[src/dlsv_pkg.sv]
// Shared types and constants for the display-list stream validator.
// No dependencies; imported by dlsv_judge and the top level.
`timescale 1ns / 1ps

package dlsv_pkg;

   // First-error codes, as reported on the result beat
   typedef enum logic [2:0] {
      ERR_NONE    = 3'd0,
      ERR_HEADER  = 3'd1,
      ERR_PAYLOAD = 3'd2,
      ERR_SIZE    = 3'd3,
      ERR_ART     = 3'd4,
      ERR_TEXT    = 3'd5
   } err_type;

   // Opcodes with special handling
   localparam logic [15:0] OPC_ART  = 16'd23;
   localparam logic [15:0] OPC_ICON = 16'd24;

   // Header is four bytes: opcode low/high, length low/high
   localparam logic [1:0] HDR_LAST = 2'd3;

   // Art definition: inner length sits at payload bytes 4 and 5
   localparam logic [15:0] INNER_LO_INDEX   = 16'd4;
   localparam logic [15:0] INNER_HI_INDEX   = 16'd5;
   localparam logic [15:0] ART_MIN_LENGTH   = 16'd7;
   localparam logic [15:0] ART_HEADER_BYTES = 16'd6;

endpackage

[src/display_list_stream_validator.sv]
// Display-list stream validator: one byte per beat, one result beat per list.
// A result is registered: the beat marked last passes the beat register and then loads the result register.
// Throughput: one input beat per cycle; the beat register feeds the parse
// state directly, and only a last beat waits while an untaken result is held.
// Reset (synchronous, active high) clears parse state, counters and both valids.
`timescale 1ns / 1ps

module display_list_stream_validator
   import dlsv_pkg::*;
#(
   parameter int COUNT_BITS  = 16,
   parameter int LENGTH_BITS = 24
)(
   input  logic                   clock,
   input  logic                   reset,
   input  logic                   req_valid,
   output logic                   req_stall,
   input  logic [7:0]             req_byte_value,
   input  logic                   req_carries_byte,
   input  logic                   req_last_byte,
   output logic                   rsp_valid,
   input  logic                   rsp_stall,
   output logic                   rsp_list_ok,
   output logic [2:0]             rsp_error_code,
   output logic [COUNT_BITS-1:0]  rsp_command_total,
   output logic [COUNT_BITS-1:0]  rsp_icon_total,
   output logic [LENGTH_BITS-1:0] rsp_bytes_read
);

   // Beat register
   logic       s1_valid_ff, s1_valid_in;
   logic [7:0] s1_byte_ff;
   logic       s1_carries_ff;
   logic       s1_last_ff;

   // Parse state
   logic                   in_payload_ff, in_payload_in;
   logic [1:0]             header_index_ff, header_index_in;
   logic [15:0]            opcode_ff, opcode_in;
   logic [15:0]            length_ff, length_in;
   logic [15:0]            payload_index_ff, payload_index_in;
   logic [15:0]            inner_ff, inner_in;
   err_type                error_ff, error_in;
   logic [COUNT_BITS-1:0]  cmd_cnt_ff, cmd_cnt_in;
   logic [COUNT_BITS-1:0]  icon_cnt_ff, icon_cnt_in;
   logic [LENGTH_BITS-1:0] byte_cnt_ff, byte_cnt_in;

   // Result register
   logic                   rsp_valid_ff, rsp_valid_in;
   logic                   rsp_ok_ff, rsp_ok_in;
   err_type                rsp_err_ff, rsp_err_in;
   logic [COUNT_BITS-1:0]  rsp_cmd_ff, rsp_cmd_in;
   logic [COUNT_BITS-1:0]  rsp_icon_ff, rsp_icon_in;
   logic [LENGTH_BITS-1:0] rsp_bytes_ff, rsp_bytes_in;

   logic        s1_hold, s1_fire, s1_fire_last, take;
   logic [15:0] hdr_length, inner_next;
   logic [15:0] judge_length, judge_inner;
   logic [7:0]  judge_final;
   logic        payload_end, complete;
   err_type     judge_err, final_err;

   // Only a last beat needs the result register free
   assign s1_hold      = s1_last_ff && rsp_valid_ff && rsp_stall;
   assign s1_fire      = s1_valid_ff && !s1_hold;
   assign s1_fire_last = s1_fire && s1_last_ff;
   assign req_stall    = s1_valid_ff && s1_hold;
   assign take         = s1_fire && s1_carries_ff && (error_ff == ERR_NONE);

   // Assemble the completed length and the art inner length
   assign hdr_length = {s1_byte_ff, length_ff[7:0]};
   always_comb begin
      inner_next = inner_ff;
      if (payload_index_ff == INNER_LO_INDEX) begin
         inner_next = {8'd0, s1_byte_ff};
      end else if (payload_index_ff == INNER_HI_INDEX) begin
         inner_next = {s1_byte_ff, inner_ff[7:0]};
      end
   end

   assign payload_end  = ({1'b0, payload_index_ff} + 17'd1) >= {1'b0, length_ff};
   assign complete     = take && (in_payload_ff ? payload_end
                                  : (header_index_ff == HDR_LAST && hdr_length == 16'd0));
   assign judge_length = in_payload_ff ? length_ff  : hdr_length;
   assign judge_inner  = in_payload_ff ? inner_next : 16'd0;
   assign judge_final  = in_payload_ff ? s1_byte_ff : 8'd0;

   dlsv_judge u_judge (
      .opcode     (opcode_ff),
      .length     (judge_length),
      .inner      (judge_inner),
      .final_byte (judge_final),
      .err        (judge_err)
   );

   // Advance parse state and counters for the beat in the register
   always_comb begin
      in_payload_in    = in_payload_ff;
      header_index_in  = header_index_ff;
      opcode_in        = opcode_ff;
      length_in        = length_ff;
      payload_index_in = payload_index_ff;
      inner_in         = inner_ff;
      error_in         = error_ff;
      cmd_cnt_in       = cmd_cnt_ff;
      icon_cnt_in      = icon_cnt_ff;
      byte_cnt_in      = byte_cnt_ff;

      if (s1_fire && s1_carries_ff && byte_cnt_ff != {LENGTH_BITS{1'b1}}) begin
         byte_cnt_in = byte_cnt_ff + LENGTH_BITS'(1);
      end

      if (take) begin
         if (!in_payload_ff) begin
            header_index_in = header_index_ff + 2'd1;
            unique case (header_index_ff)
               2'd0: opcode_in = {8'd0, s1_byte_ff};
               2'd1: opcode_in = {s1_byte_ff, opcode_ff[7:0]};
               2'd2: length_in = {8'd0, s1_byte_ff};
               default: begin
                  length_in        = hdr_length;
                  payload_index_in = 16'd0;
                  inner_in         = 16'd0;
                  in_payload_in    = (hdr_length != 16'd0);
               end
            endcase
         end else begin
            inner_in = inner_next;
            if (payload_end) begin
               in_payload_in = 1'b0;
            end else begin
               payload_index_in = payload_index_ff + 16'd1;
            end
         end
      end

      // Record the first error or count the command
      if (complete) begin
         if (judge_err != ERR_NONE) begin
            error_in = judge_err;
         end else begin
            if (cmd_cnt_ff != {COUNT_BITS{1'b1}}) begin
               cmd_cnt_in = cmd_cnt_ff + COUNT_BITS'(1);
            end
            if (opcode_ff == OPC_ICON && icon_cnt_ff != {COUNT_BITS{1'b1}}) begin
               icon_cnt_in = icon_cnt_ff + COUNT_BITS'(1);
            end
         end
      end

      // End of list: flag an unfinished command
      final_err = error_in;
      if (error_in == ERR_NONE) begin
         if (in_payload_in) begin
            final_err = ERR_PAYLOAD;
         end else if (header_index_in != 2'd0) begin
            final_err = ERR_HEADER;
         end
      end

      rsp_ok_in    = (final_err == ERR_NONE);
      rsp_err_in   = final_err;
      rsp_cmd_in   = cmd_cnt_in;
      rsp_icon_in  = icon_cnt_in;
      rsp_bytes_in = byte_cnt_in;

      // Clear everything for the next list
      if (s1_fire_last) begin
         in_payload_in    = 1'b0;
         header_index_in  = 2'd0;
         opcode_in        = 16'd0;
         length_in        = 16'd0;
         payload_index_in = 16'd0;
         inner_in         = 16'd0;
         error_in         = ERR_NONE;
         cmd_cnt_in       = '0;
         icon_cnt_in      = '0;
         byte_cnt_in      = '0;
      end
   end

   // Beat register takes a new beat whenever it is not held
   assign s1_valid_in = req_stall ? s1_valid_ff : req_valid;

   // Result register: load on a last beat, drop once taken
   always_comb begin
      rsp_valid_in = rsp_valid_ff;
      if (s1_fire_last) begin
         rsp_valid_in = 1'b1;
      end else if (rsp_valid_ff && !rsp_stall) begin
         rsp_valid_in = 1'b0;
      end
   end

   always_ff @(posedge clock) begin
      if (reset) begin
         s1_valid_ff      <= 1'b0;
         rsp_valid_ff     <= 1'b0;
         in_payload_ff    <= 1'b0;
         header_index_ff  <= 2'd0;
         opcode_ff        <= 16'd0;
         length_ff        <= 16'd0;
         payload_index_ff <= 16'd0;
         inner_ff         <= 16'd0;
         error_ff         <= ERR_NONE;
         cmd_cnt_ff       <= '0;
         icon_cnt_ff      <= '0;
         byte_cnt_ff      <= '0;
      end else begin
         s1_valid_ff      <= s1_valid_in;
         rsp_valid_ff     <= rsp_valid_in;
         in_payload_ff    <= in_payload_in;
         header_index_ff  <= header_index_in;
         opcode_ff        <= opcode_in;
         length_ff        <= length_in;
         payload_index_ff <= payload_index_in;
         inner_ff         <= inner_in;
         error_ff         <= error_in;
         cmd_cnt_ff       <= cmd_cnt_in;
         icon_cnt_ff      <= icon_cnt_in;
         byte_cnt_ff      <= byte_cnt_in;
      end
   end

   // Payload registers: no reset needed
   always_ff @(posedge clock) begin
      if (req_valid && !req_stall) begin
         s1_byte_ff    <= req_byte_value;
         s1_carries_ff <= req_carries_byte;
         s1_last_ff    <= req_last_byte;
      end
      if (s1_fire_last) begin
         rsp_ok_ff    <= rsp_ok_in;
         rsp_err_ff   <= rsp_err_in;
         rsp_cmd_ff   <= rsp_cmd_in;
         rsp_icon_ff  <= rsp_icon_in;
         rsp_bytes_ff <= rsp_bytes_in;
      end
   end

   assign rsp_valid         = rsp_valid_ff;
   assign rsp_list_ok       = rsp_ok_ff;
   assign rsp_error_code    = rsp_err_ff;
   assign rsp_command_total = rsp_cmd_ff;
   assign rsp_icon_total    = rsp_icon_ff;
   assign rsp_bytes_read    = rsp_bytes_ff;

`ifndef SYNTHESIS
   // A new result only follows a last beat leaving the beat register
   a_rsp_from_last: assert property (@(posedge clock) disable iff (reset)
      $rose(rsp_valid_ff) |-> $past(s1_fire_last))
      else $error("result raised without a last beat");

   // Verdict agrees with the reported error
   a_ok_matches_err: assert property (@(posedge clock) disable iff (reset)
      rsp_valid_ff |-> (rsp_ok_ff == (rsp_err_ff == ERR_NONE)))
      else $error("list_ok disagrees with error_code");

   // First error sticks until the end of the list
   a_error_sticky: assert property (@(posedge clock) disable iff (reset)
      (error_ff != ERR_NONE && !s1_fire_last) |=> $stable(error_ff))
      else $error("first error changed mid-list");

   // Header position is idle while inside a payload
   a_payload_header: assert property (@(posedge clock) disable iff (reset)
      in_payload_ff |-> (header_index_ff == 2'd0))
      else $error("header index moved inside a payload");
`endif

endmodule

[src/dlsv_judge.sv]
// Command checker: fixed size, art inner length and text rules for one command.
// Depends on dlsv_pkg.
`timescale 1ns / 1ps

module dlsv_judge
   import dlsv_pkg::*;
(
   input  logic [15:0] opcode,
   input  logic [15:0] length,
   input  logic [15:0] inner,
   input  logic [7:0]  final_byte,
   output err_type     err
);

   logic       size_known;
   logic [4:0] size_want;
   logic       text_known;
   logic [3:0] text_min;

   // Look up the fixed payload size of known opcodes
   always_comb begin
      size_known = 1'b1;
      size_want  = 5'd0;
      unique case (opcode)
         16'd1, 16'd2, 16'd18:   size_want = 5'd12;
         16'd3:                  size_want = 5'd16;
         16'd4, 16'd5:           size_want = 5'd10;
         16'd8, 16'd16, 16'd17:  size_want = 5'd8;
         16'd24:                 size_want = 5'd16;
         16'd25:                 size_want = 5'd10;
         16'd28, 16'd29:         size_want = 5'd14;
         16'd30:                 size_want = 5'd6;
         16'd9:                  size_want = 5'd0;
         default:                size_known = 1'b0;
      endcase
   end

   // Look up the minimum length of text-carrying opcodes
   always_comb begin
      text_known = 1'b1;
      text_min   = 4'd0;
      unique case (opcode)
         16'd6:  text_min = 4'd10;
         16'd7:  text_min = 4'd14;
         16'd19, 16'd20, 16'd21, 16'd22, 16'd26, 16'd27, 16'd31, 16'd32:
            text_min = 4'd13;
         default: text_known = 1'b0;
      endcase
   end

   // Apply checks in order: size, art, text
   always_comb begin
      err = ERR_NONE;
      priority if (size_known && length != {11'd0, size_want}) begin
         err = ERR_SIZE;
      end else if (opcode == OPC_ART &&
                   (length < ART_MIN_LENGTH || inner != length - ART_HEADER_BYTES)) begin
         err = ERR_ART;
      end else if (text_known &&
                   (length < {12'd0, text_min} || final_byte != 8'd0)) begin
         err = ERR_TEXT;
      end else begin
         err = ERR_NONE;
      end
   end

endmodule
[config.mk]
export PLATFORM = sky130hd
export DESIGN_NAME = display_list_stream_validator
export DESIGN_NICKNAME = d
export VERILOG_FILES = /design/src/dlsv_pkg.sv /design/src/display_list_stream_validator.sv /design/src/dlsv_judge.sv
export SDC_FILE = /design/constraint.sdc
export NUM_CORES = 1
export LEC_CHECK = 0
export ABC_AREA = 1
export BUFFER_PORTS_ARGS = -buffer_cell sky130_fd_sc_hd__buf_2
export CORE_ASPECT_RATIO = 1.5
export CORE_MARGIN = 1
export CORE_UTILIZATION = 35
export CTS_BUF_LIST = sky130_fd_sc_hd__clkbuf_8
export DETAILED_ROUTE_END_ITERATION = 10
export SYNTH_ARGS = -nofsm -noshare
export SYNTH_HDL_FRONTEND = slang
export SYNTH_SLANG_ARGS = --single-unit
[constraint.sdc]
create_clock -name clock -period 3.4 [get_ports clock]
set_clock_uncertainty 0.1 [all_clocks]
set_input_delay 0.34 -clock clock [delete_from_list [all_inputs] [get_ports clock]]
set_output_delay 0.34 -clock clock [all_outputs]
set_load 0.01 [all_outputs]
== Yosys cells after proc, flatten, opt, wreduce, memory -nomap -nowiden ==
Index checks and enable logic that the tools add are counted.
Word-level totals
  input bits: 14
  register bits after elaboration: 198
Cells by class
  reduce and logical (&&, ||, !) cells: 49
  bitwise operators: 3
  add/subtract/negate cells: 7
  equal/unequal tests: 38
  mux-type cells: 39
  order comparisons: 3
Operator list (count)
  $eq A16 B5 Y1 const B: 16
  $mux W16: 14
  $eq A16 B3 Y1 const B: 6
  $pmux W16 S2: 2
  $add A16 B1 Y16 const B: 3
  $eq A16 B2 Y1 const B: 2
  $eq A16 B4 Y1 const B: 2
  $ne A16 B16 Y1 const B: 2
  $pmux W5 S6: 1
  $add A24 B1 Y24 const B: 1
  $mux W24: 1
  $mux W3: 8
  $ne A24 B24 Y1 const B: 1
  $add A16 B1 Y17 const B: 1
  $ge A17 B16 Y1: 1
  $eq A16 B1 Y1 const B: 1
  $eq A16 B6 Y1 const B: 1
  $logic_and A1 B1 Y1: 16
  $logic_not A16 Y1: 1
  $lt A16 B3 Y1 const B: 1
  $lt A16 B4 Y1: 1
  $ne A16 B16 Y1: 1
  $ne A16 B5 Y1: 1
  $reduce_bool A16 Y1: 1
  other kinds (26): 54

== Logic depth before layout (Yosys ltp) ==
  depth in word-level cells: 16
  depth in mapped cells: 27

== Cells and area by module ==
A second synthesis with hierarchy kept.
Second synthesis, totals
  cells, all modules: 1619
  area, all modules: 11639.9 sq um
By module, submodules not included
  display_list_stream_validator: seq. area each 4664.5 sq um, instances 1, area each 10306.1 sq um, cells an instance 1353
  dlsv_judge: seq. area each 0.0 sq um, instances 1, area each 1333.8 sq um, cells an instance 266

== Least setup slack after synthesis ==
Ideal clock, no wire load.
  kind: reg-to-reg
  from: reg payload_index_ff[0]
  to: reg rsp_cmd_ff[3] (netlist: rsp_command_total[3]), data pin
  cell stages (with the launch flop): 26
  slack: -0.304 ns
  data arrival time: 3.353 ns
  buffers on the path: 1
  data required time: 3.049 ns
  cell sequence: dfxtp_1 inv_1 nor3_1 inv_1 nor2_1 nand2_1 inv_1 nand3_1 inv_1 nand2_1 nor2_1 nand3_1 xnor2_1 ha_1 nand4_1 nor4_1 nand2_1 nand4_1 nand3_2 nor2_8 nand3_4 nor2_4 buf_6 nand3_1 nand2_1 inv_1
On the way
  word-level cells in the longest chain between the ends: 12
RTL lines
  start: declaration: line display_list_stream_validator.sv:41  | logic [15:0] payload_index_ff, payload_index_in;
  start signal: assignment: line display_list_stream_validator.sv:216  | payload_index_ff <= payload_index_in;
  parallel branches: the longest is 11 deep, another holds $add A16 B1 Y17
  $mux W16 (*): line display_list_stream_validator.sv:138  | if (complete) begin
  via rsp_cmd_in[3]: line display_list_stream_validator.sv:52  | logic [COUNT_BITS-1:0] rsp_cmd_ff, rsp_cmd_in;
  end signal: assignment: line display_list_stream_validator.sv:235  | rsp_cmd_ff <= rsp_cmd_in;
  end: declaration: line display_list_stream_validator.sv:52
Mark *: on every way through the listed nets, which the timed path passes.
A chain may end at the register's enable or synchronous reset.

== Final worst setup path ==
  from: reg payload_index_ff[0]
  to: reg rsp_cmd_ff[0] (netlist: rsp_command_total[0]), data pin
The elaborated chain is that of the path after synthesis.

==> metrics <==
status=complete, but fails checks; failing checks=setup timing; Max-Cap Viols=0; Hold Path Class=primary input to flop; Syn Area/Cell=7.208 µm²; max incr delay on CP=390 ps; Final Cycle Share=114.8%; Final Max Slew Viols=0; Post-synth EDFFs=70; number of placement rows=80; H-tree levels=4; yosys synthesis warning count=0; Setup CP Type=flop to flop; dpl ws=-436.6 ps; ratio of cells with drive above 1 in the final layout=20.68%; Seq/Total Area, Yosys=41.35%; CTS root buf=clkbuf_8; Tmin final=3903 ps; HPWL after detailed placement=23,500 µm; Synth Flop Type=dfxtp_1; final core utilization=43.78%; via count=10,610; Worst Setup Start Kind=flop; final cell count without fillers=2,156; Post-Syn Nets=1,609; antenna violations before repair=0; area delta synth->final=23.14%; initial core utilization=35.55%; CP Capture Type=flop; die width=148.6 µm; later-pin clock latency in the skew report=510 ps; drt pass-1 iters=7; Synth area leader=dfxtp_1; Iter 0 DRT Violations=610; ys async rst share=0%; fill count=3,210; area of the core=0.03173 mm²; first-pass GRT wire length=50,600 µm; placement-stage cell area=0.01263 mm²; power per cell area=320.3 mW/mm²; Max transition margin=48.27%; Nets=1,777; final setup fails=81; die area=0.03297 mm²; fmax=0.2562 GHz; main area contributors after synthesis=dfxtp_1 23%, edfxtp_1 19%, nand2_1 13%; Crit-path slowest cell=dfxtp_4; Antenna Nets Post-Route=0; Sink Count=198; Synth Register Bits=198; RSZ-0062 raised after global routing=yes; worst hold slack=68.73 ps; ANT cells=0; Yosys cell types=43; Ports=76; clk slew on worst S/H paths=110 ps; Yosys top cell area share=22.72%; Overflow after GRT=0; all-layer global routing usage=19.51%; Syn Inst Count=1,565; Tightest Pin Transition=768.8 ps; Leak Pwr=6.181 nW; worst path required time=3570 ps; crit path DAT=4080 ps; Setup WS post-layout=-502.8 ps; port bufs=75; vias in the first global route=10,270; CTS tree=built; Avg WL per Cell=14.68 µm; die height=221.9 µm; VDD IR max=201.7 µV; overall routed net length=31,650 µm; via/cell ratio=4.919; Crit path top cell by count=inv_1; Bufs on Longest Clock Path=2; CTS Buf Count=17; drt drc=0; Hold Fails Final Rpt=0; largest net degree at the start of global routing=54; CP Max Fanout=8; Final Instance Area=0.01389 mm²; Placed Cells=2,083; routability cong.=0.9369; Post-Synthesis Cell Area=0.01128 mm²
registers in the layout, summed over array words and instances (netlist names), 2 cells and up:
name               flops
payload_index_ff      16
opcode_ff             16
rsp_bytes_read        24
length_ff             16
inner_ff              16
s1_byte_ff             8
byte_cnt_ff           24
error_ff               3
rsp_icon_total        16
rsp_command_total     16
cmd_cnt_ff            16
rsp_error_code         3
header_index_ff        2
icon_cnt_ff           16
per-layer routing:
| layer | vias to the layer above | routed length (µm) | global-route usage (%) |
|---|---|---|---|
| met1 | 4886 | 11910 | 20.08 |
| met3 | 84 | 711 | 2.099 |
| met5 | - | 0 | 0 |
| met4 | 0 | 1558 | 11.04 |
| li1 | 5444 | - | - |
| met2 | 191 | 17460 | 37.38 |
cell type report:
| cell class | count | area, µm² | area share [%] |
|---|---|---|---|
| clock inverter | 15 | 170.2 | 1.225 |
| clock buffer | 17 | 234.0 | 1.684 |
| multi-input combinational | 1087 | 5987 | 43.10 |
| sequential | 198 | 4673 | 33.64 |
| tap | 410 | 513.0 | 3.693 |
| inverter | 241 | 908.4 | 6.539 |
| timing repair buffer | 188 | 1405 | 10.12 |
worst max-delay path: cells and delay by family (launching register included):
family	cells	cell delay (ps)
flops	1	390
fa+ha+maj	2	430
xor+xnor	2	310
buf+inv	6	530
simple gates	15	1900
repair_timing:
item | 4_1_cts | 5_1_grt
gates resized for setup | 48 | 78
setup buffers | 14 | 14
pin swaps | 14 | 37
endpoints found under the setup margin | 74 | 88
cloned | 1 | 2
hold buffers | 12 | 0
hold endpoints to repair | 12 | 0
cell usage after synthesis, types with 7 or more instances:
| cell | number |
|---|---|
| a211oi_1 | 22 |
| nor4_1 | 16 |
| dfxtp_1 | 128 |
| nand2_1 | 399 |
| inv_2 | 8 |
| xor2_1 | 36 |
| ha_1 | 30 |
| nor3_1 | 29 |
| a21oi_1 | 96 |
| nand3_1 | 117 |
| nor2_2 | 12 |
| xnor2_1 | 7 |
| nor2_4 | 8 |
| buf_2 | 7 |
| clkbuf_1 | 25 |
| inv_1 | 232 |
| nand4_1 | 58 |
| o21ai_0 | 59 |
| nor2_1 | 153 |
| edfxtp_1 | 70 |
kinds of logic (layout without fill, tap and decap cells):
| family | count (synthesis) | in the layout | share of synthesized area [%] |
|---|---|---|---|
| AOI/OAI and AO/OA | 193 | 193 | 9.461 |
| xor gates and xnor gates | 45 | 45 | 3.627 |
| adders and majority gates | 30 | 30 | 3.327 |
| buffers and inverters | 280 | 461 | 9.661 |
| DFF | 198 | 198 | 41.35 |
| and+or+nand+nor | 819 | 819 | 32.58 |
power breakdown:
group / switching (mW) / total, mW / internal (mW)
clock: 0.911 / 1.58 / 0.671
combinational: 0.256 / 0.377 / 0.121
sequential: 0.0193 / 2.49 / 2.47
total: 1.19 / 4.45 / 3.26
stage by stage:
step                      power [mW]  TNS (ps)
after floorplan                2.753    -451.9
after global placement         2.897    -16540
after detailed placement       2.898    -22680
after CTS                      4.495    -12710
after global routing           4.634    -47390
final                          4.449    -27710
final timing paths:
check / end / start / cells after the start / slack, ps
worst max-delay path: rsp_command_total[0] / payload_index_ff[0] / 25 / -500
worst min-delay path: rsp_valid / rsp_stall / 5 / 70
worst max register to register: rsp_command_total[0] / payload_index_ff[0] / 25 / -500
worst min register to register: opcode_ff[7] / opcode_ff[7] / 2 / 360
placed cells by master (no fill, tap or decap), types with 3 or more instances in the layout:
master and instances:
buf_12 6, buf_8 3, nor4_1 14, and2_1 4, xor2_1 36, nor3_1 27
buf_4 85, nor2_4 11, xnor2_1 6, o2111ai_1 3, nand2_4 12, inv_6 4
clkbuf_8 17, edfxtp_1 70, nand3_4 4, o21ai_0 58, dfxtp_1 125, o21ai_2 3
inv_2 19, nor2_2 17, buf_2 75, nand2_2 30, nand2_1 360, a21oi_1 88
inv_1 221, ha_1 26, nor2_1 145, nand3_1 100, a21oi_2 11, ha_4 4
dlygate4sd3_1 12, nor3_2 3, nand4_1 58, nand3b_1 4, a211oi_1 18, nand3_2 20
a211oi_2 4, buf_6 5, clkinvlp_4 3
Power figures use the tool's default switching activity.
